File: src/rtl/aehi_pkg.sv
// Shared types and constants for the embedded controller host interface.
package aehi_pkg;

   // Register file address width; the file holds 2**ADDR_BITS bytes
   localparam int ADDR_BITS = 8;
   localparam int RF_DEPTH  = 2 ** ADDR_BITS;

   // Command port bytes
   localparam logic [7:0] EC_CMD_READ  = 8'h80;
   localparam logic [7:0] EC_CMD_WRITE = 8'h81;

   // Status byte bits
   localparam logic [7:0] STAT_OBF = 8'h01;
   localparam logic [7:0] STAT_IBF = 8'h02;
   localparam logic [7:0] STAT_CMD = 8'h08;

   // Host access kinds
   typedef enum logic [1:0] {
      HOST_STATUS_RD = 2'd0,
      HOST_CMD_WR    = 2'd1,
      HOST_DATA_RD   = 2'd2,
      HOST_DATA_WR   = 2'd3
   } host_op_type;

   // Transaction phase
   typedef enum logic [1:0] {
      PH_IDLE  = 2'd0,
      PH_RADDR = 2'd1,
      PH_WADDR = 2'd2,
      PH_WDATA = 2'd3
   } phase_type;

   // Register file write request
   typedef struct packed {
      logic                 en;
      logic [ADDR_BITS-1:0] addr;
      logic [7:0]           data;
   } rf_write_type;

   // Register file read request
   typedef struct packed {
      logic                 en;
      logic [ADDR_BITS-1:0] addr;
   } rf_read_type;

endpackage

File: src/rtl/aehi_regfile.sv
// Byte register file with per-entry valid bits and write-to-read forwarding.
module aehi_regfile
   import aehi_pkg::*;
(
   input  logic         clock,
   input  logic         reset,
   input  rf_write_type wr,
   input  rf_read_type  rd,
   output logic [7:0]   rd_data
);

   logic [7:0]          mem [RF_DEPTH];
   logic [RF_DEPTH-1:0] valid_ff;
   logic [7:0]          rdata_ff;
   logic                vld_ff;
   logic                fwd_ff;
   logic [7:0]          fwd_data_ff;
   logic                hit;

   // same-edge write to the address being read
   assign hit = wr.en && (wr.addr == rd.addr);

   // storage array
   always_ff @(posedge clock) begin
      if (wr.en) begin
         mem[wr.addr] <= wr.data;
      end
      if (rd.en) begin
         rdata_ff    <= mem[rd.addr];
         fwd_ff      <= hit;
         fwd_data_ff <= wr.data;
      end
   end

   // valid bits: unwritten entries read as zero
   always_ff @(posedge clock) begin
      if (reset) begin
         valid_ff <= '0;
         vld_ff   <= 1'b0;
      end else begin
         if (wr.en) begin
            valid_ff[wr.addr] <= 1'b1;
         end
         if (rd.en) begin
            vld_ff <= valid_ff[rd.addr];
         end
      end
   end

   assign rd_data = fwd_ff ? fwd_data_ff : (vld_ff ? rdata_ff : 8'h00);

endmodule

File: src/rtl/acpi_ec_host_interface.sv
// Top level of the embedded controller host interface, device side.
// A transaction is held in the input register, and its response in the result register.
// Throughput: one transaction per cycle unless rsp_ready stalls; the register file read is issued at
// acceptance and its registered data is used in the decode stage.
// Reset: synchronous, active high; clears phase, flags, buffers and the
// register file valid bits, so every register file byte reads zero.
module acpi_ec_host_interface
   import aehi_pkg::*;
(
   input  logic       clock,
   input  logic       reset,
   input  logic       req_valid,
   output logic       req_ready,
   input  logic [1:0] req_command,
   input  logic [7:0] req_write_data,
   output logic       rsp_valid,
   input  logic       rsp_ready,
   output logic [7:0] rsp_read_data,
   output logic       rsp_protocol_error
);

   // input stage
   logic        s1_valid_ff;
   host_op_type s1_command_ff;
   logic [7:0]  s1_data_ff;

   // controller state
   phase_type            phase_ff, phase_in;
   logic [ADDR_BITS-1:0] latched_address_ff, latched_address_in;
   logic [7:0]           output_buffer_ff, output_buffer_in;
   logic                 output_full_ff, output_full_in;
   logic                 last_was_command_ff, last_was_command_in;

   // result stage
   logic       rsp_valid_ff;
   logic [7:0] rsp_read_data_ff, rsp_read_data_in;
   logic       rsp_error_ff, rsp_error_in;

   logic         advance;
   logic         accept;
   rf_write_type rf_wr;
   rf_read_type  rf_rd;
   logic [7:0]   rf_rd_data;

   // handshake
   assign advance   = s1_valid_ff && (!rsp_valid_ff || rsp_ready);
   assign req_ready = !s1_valid_ff || advance;
   assign accept    = req_valid && req_ready;

   // register file lookup starts as the transaction is taken
   assign rf_rd.en   = accept;
   assign rf_rd.addr = req_write_data[ADDR_BITS-1:0];

   // store on the data byte of a write sequence
   assign rf_wr.en   = advance && (s1_command_ff == HOST_DATA_WR) && (phase_ff == PH_WDATA);
   assign rf_wr.addr = latched_address_ff;
   assign rf_wr.data = s1_data_ff;

   aehi_regfile u_regfile (
      .clock   (clock),
      .reset   (reset),
      .wr      (rf_wr),
      .rd      (rf_rd),
      .rd_data (rf_rd_data)
   );

   // input register
   always_ff @(posedge clock) begin
      if (reset) begin
         s1_valid_ff <= 1'b0;
      end else if (req_ready) begin
         s1_valid_ff <= req_valid;
      end
      if (accept) begin
         s1_command_ff <= host_op_type'(req_command);
         s1_data_ff    <= req_write_data;
      end
   end

   // next phase
   always_comb begin
      phase_in = phase_ff;
      unique case (s1_command_ff)
         HOST_CMD_WR: begin
            if (s1_data_ff == EC_CMD_READ) begin
               phase_in = PH_RADDR;
            end else if (s1_data_ff == EC_CMD_WRITE) begin
               phase_in = PH_WADDR;
            end else begin
               phase_in = PH_IDLE;
            end
         end
         HOST_DATA_WR: begin
            unique case (phase_ff)
               PH_RADDR: phase_in = PH_IDLE;
               PH_WADDR: phase_in = PH_WDATA;
               PH_WDATA: phase_in = PH_IDLE;
               PH_IDLE:  phase_in = PH_IDLE;
            endcase
         end
         HOST_STATUS_RD, HOST_DATA_RD: phase_in = phase_ff;
      endcase
   end

   // datapath and response
   always_comb begin
      latched_address_in  = latched_address_ff;
      output_buffer_in    = output_buffer_ff;
      output_full_in      = output_full_ff;
      last_was_command_in = last_was_command_ff;
      rsp_read_data_in    = 8'h00;
      rsp_error_in        = 1'b0;
      unique case (s1_command_ff)
         HOST_STATUS_RD: begin
            // IBF never set: each byte is consumed at once
            rsp_read_data_in = (output_full_ff ? STAT_OBF : 8'h00)
                             | (last_was_command_ff ? STAT_CMD : 8'h00)
                             | (STAT_IBF & 8'h00);
         end
         HOST_CMD_WR: begin
            last_was_command_in = 1'b1;
            rsp_error_in = (s1_data_ff != EC_CMD_READ) && (s1_data_ff != EC_CMD_WRITE);
         end
         HOST_DATA_RD: begin
            rsp_read_data_in = output_buffer_ff;
            output_full_in   = 1'b0;
            rsp_error_in     = !output_full_ff;
         end
         HOST_DATA_WR: begin
            last_was_command_in = 1'b0;
            unique case (phase_ff)
               PH_RADDR: begin
                  output_buffer_in = rf_rd_data;
                  output_full_in   = 1'b1;
               end
               PH_WADDR: latched_address_in = s1_data_ff[ADDR_BITS-1:0];
               PH_WDATA: ;
               PH_IDLE:  rsp_error_in = 1'b1;
            endcase
         end
      endcase
   end

   // state and result registers
   always_ff @(posedge clock) begin
      if (reset) begin
         phase_ff            <= PH_IDLE;
         latched_address_ff  <= '0;
         output_buffer_ff    <= 8'h00;
         output_full_ff      <= 1'b0;
         last_was_command_ff <= 1'b0;
         rsp_valid_ff        <= 1'b0;
      end else begin
         if (advance) begin
            phase_ff            <= phase_in;
            latched_address_ff  <= latched_address_in;
            output_buffer_ff    <= output_buffer_in;
            output_full_ff      <= output_full_in;
            last_was_command_ff <= last_was_command_in;
            rsp_valid_ff        <= 1'b1;
         end else if (rsp_ready) begin
            rsp_valid_ff <= 1'b0;
         end
      end
      if (advance) begin
         rsp_read_data_ff <= rsp_read_data_in;
         rsp_error_ff     <= rsp_error_in;
      end
   end

   assign rsp_valid          = rsp_valid_ff;
   assign rsp_read_data      = rsp_read_data_ff;
   assign rsp_protocol_error = rsp_error_ff;

endmodule

File: config.mk
export PLATFORM = sky130hd
export DESIGN_NAME = acpi_ec_host_interface
export DESIGN_NICKNAME = d
export VERILOG_FILES = /design/src/rtl/aehi_pkg.sv /design/src/rtl/aehi_regfile.sv /design/src/rtl/acpi_ec_host_interface.sv
export SDC_FILE = /design/constraint.sdc
export NUM_CORES = 2
export LEC_CHECK = 0
export BUFFER_PORTS_ARGS = -buffer_cell sky130_fd_sc_hd__clkbuf_2
export CAP_MARGIN = 20
export CELL_PAD_IN_SITES_DETAIL_PLACEMENT = 0
export CELL_PAD_IN_SITES_GLOBAL_PLACEMENT = 1
export CORE_MARGIN = 4
export CORE_UTILIZATION = 52
export CTS_BUF_LIST = sky130_fd_sc_hd__clkbuf_4 sky130_fd_sc_hd__clkbuf_8
export DETAILED_ROUTE_END_ITERATION = 8
export PLACE_DENSITY_LB_ADDON = 0.1
export SLEW_MARGIN = 20
export SYNTH_ARGS = -nofsm -noshare
export SYNTH_HDL_FRONTEND = slang
export SYNTH_HIERARCHICAL = 1
export SYNTH_SLANG_ARGS = --single-unit
export TNS_END_PERCENT = 50
File: constraint.sdc
create_clock -name clock -period 10.9 [get_ports clock]
set_input_delay 1.09 -clock clock [delete_from_list [all_inputs] [get_ports clock]]
set_output_delay 1.09 -clock clock [all_outputs]
set_load 0.005 [all_outputs]
==> impl_results.md <==
* Status: complete, no violations
* Startpoint Class: input port
* Min Clock Period, post-route at 5.07 ns
* Placed Area at 0.0927 sq mm
* Layout area overhead at 11.4%
* Clk_lat worst skew at 1.07 ns
* # clock sinks at 2363
* Hold-fix buffers at CTS at 0
* DR iter-0 viols at 5287
* Max-slew violation count at 0
* Die H at 425 um
* Leakage at between 30 and 40 nW
* Synth Flop Type: edfxtp_1
* CP peak stage delay at 0.75 ns
* Most frequent cells in the layout: edfxtp_1 (2084), nor2_1 (729), mux4_2 (566)
* Fillers at 12900
* WP data required at 11.79 ns
* Core Footprint at 0.172 sq mm
* Post-Place Worst Slack at 4.82 ns
* Cell area after synthesis at 0.0903 sq mm
* H-tree levels at 5
* Sequential area share after synthesis at 0.755
* Chip width at between 400 and 500 um
* Post-synth EDFFs at 2084
* TritonCTS buffer count at 390
* Routed vias at 46400
* Area of the die at ~0.18 sq mm
* Crit path capture type: register
* Yosys cell types at 60
* Starting Density at 0.525
* Port buffer count at 24
* FF+latch area at 0.0682 sq mm
* Via/cell ratio at 6.20
* Total GRT Usage at 0.255
* Post-CTS Resized at 0
* Post-Layout Inst Area at a little over 0.1 sq mm
* Final cell utilization of the core at 0.584
* Final setup margin at approximately 5.8 ns
* Syn Inst Count at 4659
* Tcrit/Tclk final at 0.465
* Worst Path Arrival at approximately 6.0 ns
* Dpl hpwl at 132 mm
* GP Congestion at around 0.83
* Worst hold path type: in -> reg
* CP max-delay cell: buf_4
* Crit path max fanout at between 40 and 50
* Final Skew at 0.0706 ns
* Clock-pin slew on the worst setup and hold paths at 0.06 ns
* DR DRC count at 0
* Area of the multi-input gates at between 0.02 and 0.025 sq mm
* Pwr/cell area at 183 mW/mm^2
* Syn_nets at 4673
* RSZ-0062 raised after global routing: false
* Largest net degree at the start of global routing at between 200 and 300
* Antenna viol nets, final at 0
* Fraction of registers with async set/reset at 0
* Critical setup path kind: in -> reg
* Initial antenna violation count at 8
* Cell Chain, Critical Path: clkbuf_2, clkinv_1, nor2_4, buf_4, buf_4, buf_4, a221oi_1, o22ai_1, nor3_1, o22ai_1, or2_1
* Root Driver: clkbuf_8
* Fraction of layout cells with a size suffix above 1 at 0.272
* Most common cell after layout, fill and taps aside: edfxtp_1
* Vias in the first global route at roughly 46000
* FP Rows at 152
* Fmax at 0.197 GHz
* Worst-Margin Slew at 1.10 ns
* Mapped Avg Cell Area at about 19 sq um
* Critical path's top delay family: buffers and inverters
* Post-CTS setup buffers at 0
* Crit path buffers/inverters at 5
* First-pass GRT wire length at 332 mm
* Hold Vio Cnt, Final at 0
* Number of I/O pins at 25
* Final WL at 229 mm
* CTS tree: yes
* Seq cells post-synth at 2363
* Slew headroom at 0.263
* 1st-pass router iterations at 6
* Overflow left after global routing at 0
* MaxCap Viol Count at 0
* Final Setup Violations at 0
* Mean routed wirelength per cell at between 30 and 40 um
* Crit-path most repeated cell: buf_4
* IR drop worst, VDD at about 0.00015 V
* Final #Nets at between 4000 and 5000
* CTS Buffer Depth at 4
* Synth warnings at 6
* Setup_tns at 0 ns
[power by group]
group,switching (mW),internal (mW)
sequential,0.00853,9.86
clock,3.39,4.33
combinational,0.521,0.269
[worst reg2reg max path: stages (launching register included)]
cell      delay, ns
edfxtp_1       0.60
nand3_2        0.14
nor3_2         0.18
buf_4          0.30
nand4_1        0.85
buf_4          0.56
nor2_1         0.87
[state kept, by name (all words and copies together) (netlist names)]
signal,cells
last_was_command_ff,1
latched_address_ff,8
output_buffer_ff,8
output_full_ff,1
phase_ff,2
rsp_protocol_error,1
rsp_read_data,8
rsp_valid,1
s1_command_ff,2
s1_data_ff,8
s1_valid_ff,1
u_regfile/fwd_data_ff,8
u_regfile/fwd_ff,1
u_regfile/mem,2048
u_regfile/rdata_ff,8
u_regfile/valid_ff,256
u_regfile/vld_ff,1
[metal layers]
layer,global-route usage,share of wire
met5,0,0.000044
met4,0.0745,0.026
met3,0.0552,0.085
met2,0.390,0.47
met1,0.375,0.42
[metrics by stage]
| step | power (mW) | hold slack (ns) | cells |
|---|---|---|---|
| after floorplan | 10.6 | 0.435 | 4659 |
| after global placement | 10.8 | 0.443 | 6771 |
| after detailed placement | 10.8 | 0.452 | 6772 |
| after CTS | 18.6 | 0.141 | 7476 |
| after global routing | 19.0 | 0.178 | 7481 |
| final | 18.4 | 0.257 | 7485 |
[cell usage after synthesis (all sizes together) (12+ instances only)]
| library cell | count | area share |
|---|---|---|
| edfxtp | 2084 | 0.69 |
| nor2 | 744 | 0.031 |
| mux4 | 566 | 0.14 |
| dfxtp | 279 | 0.062 |
| clkbuf | 159 | 0.0066 |
| a22oi | 140 | 0.012 |
| buf | 134 | 0.0095 |
| a21oi | 74 | 0.0041 |
| a22o | 72 | 0.0070 |
| a221oi | 66 | 0.0083 |
| o22ai | 50 | 0.0035 |
| nand2 | 41 | 0.0017 |
| mux2i | 40 | 0.0044 |
| nor3 | 38 | 0.0023 |
| nand3 | 29 | 0.0017 |
| o21ba | 29 | 0.0032 |
| nor2b | 15 | 0.0010 |
| nand4 | 12 | 0.00090 |
[cell families after synthesis]
family,count (synthesis),synth area share
xor gates and xnor gates,8,0.000776
and+or+nand+nor,924,0.0421
AOI/OAI and AO/OA,460,0.0402
muxes,607,0.146
buffers and inverters,297,0.0163
DFF,2363,0.755
[area by class of cell]
type | instances | area share
sequential | 2363 | 0.678
timing repair buffer | 98 | 0.00932
tap | 2310 | 0.0287
clock inverter | 106 | 0.00632
clock buffer | 598 | 0.0715
multi-input combinational | 1999 | 0.206
antenna | 7 | 0.000174
inverter | 4 | 0.000149
[path summary, 6_finish.rpt]
path,depth (start not counted),slack [ns],to,start
worst max-delay path,11,5.83,u_regfile/rdata_ff[1],req_write_data[2]
worst max register to register,6,6.98,u_regfile/mem[115][5],s1_command_ff[1]
worst min register to register,2,0.46,u_regfile/valid_ff[170],u_regfile/valid_ff[170]
worst min-delay path,1,0.26,s1_command_ff[1],req_command[1]
Power figures use the tool's default switching activity.
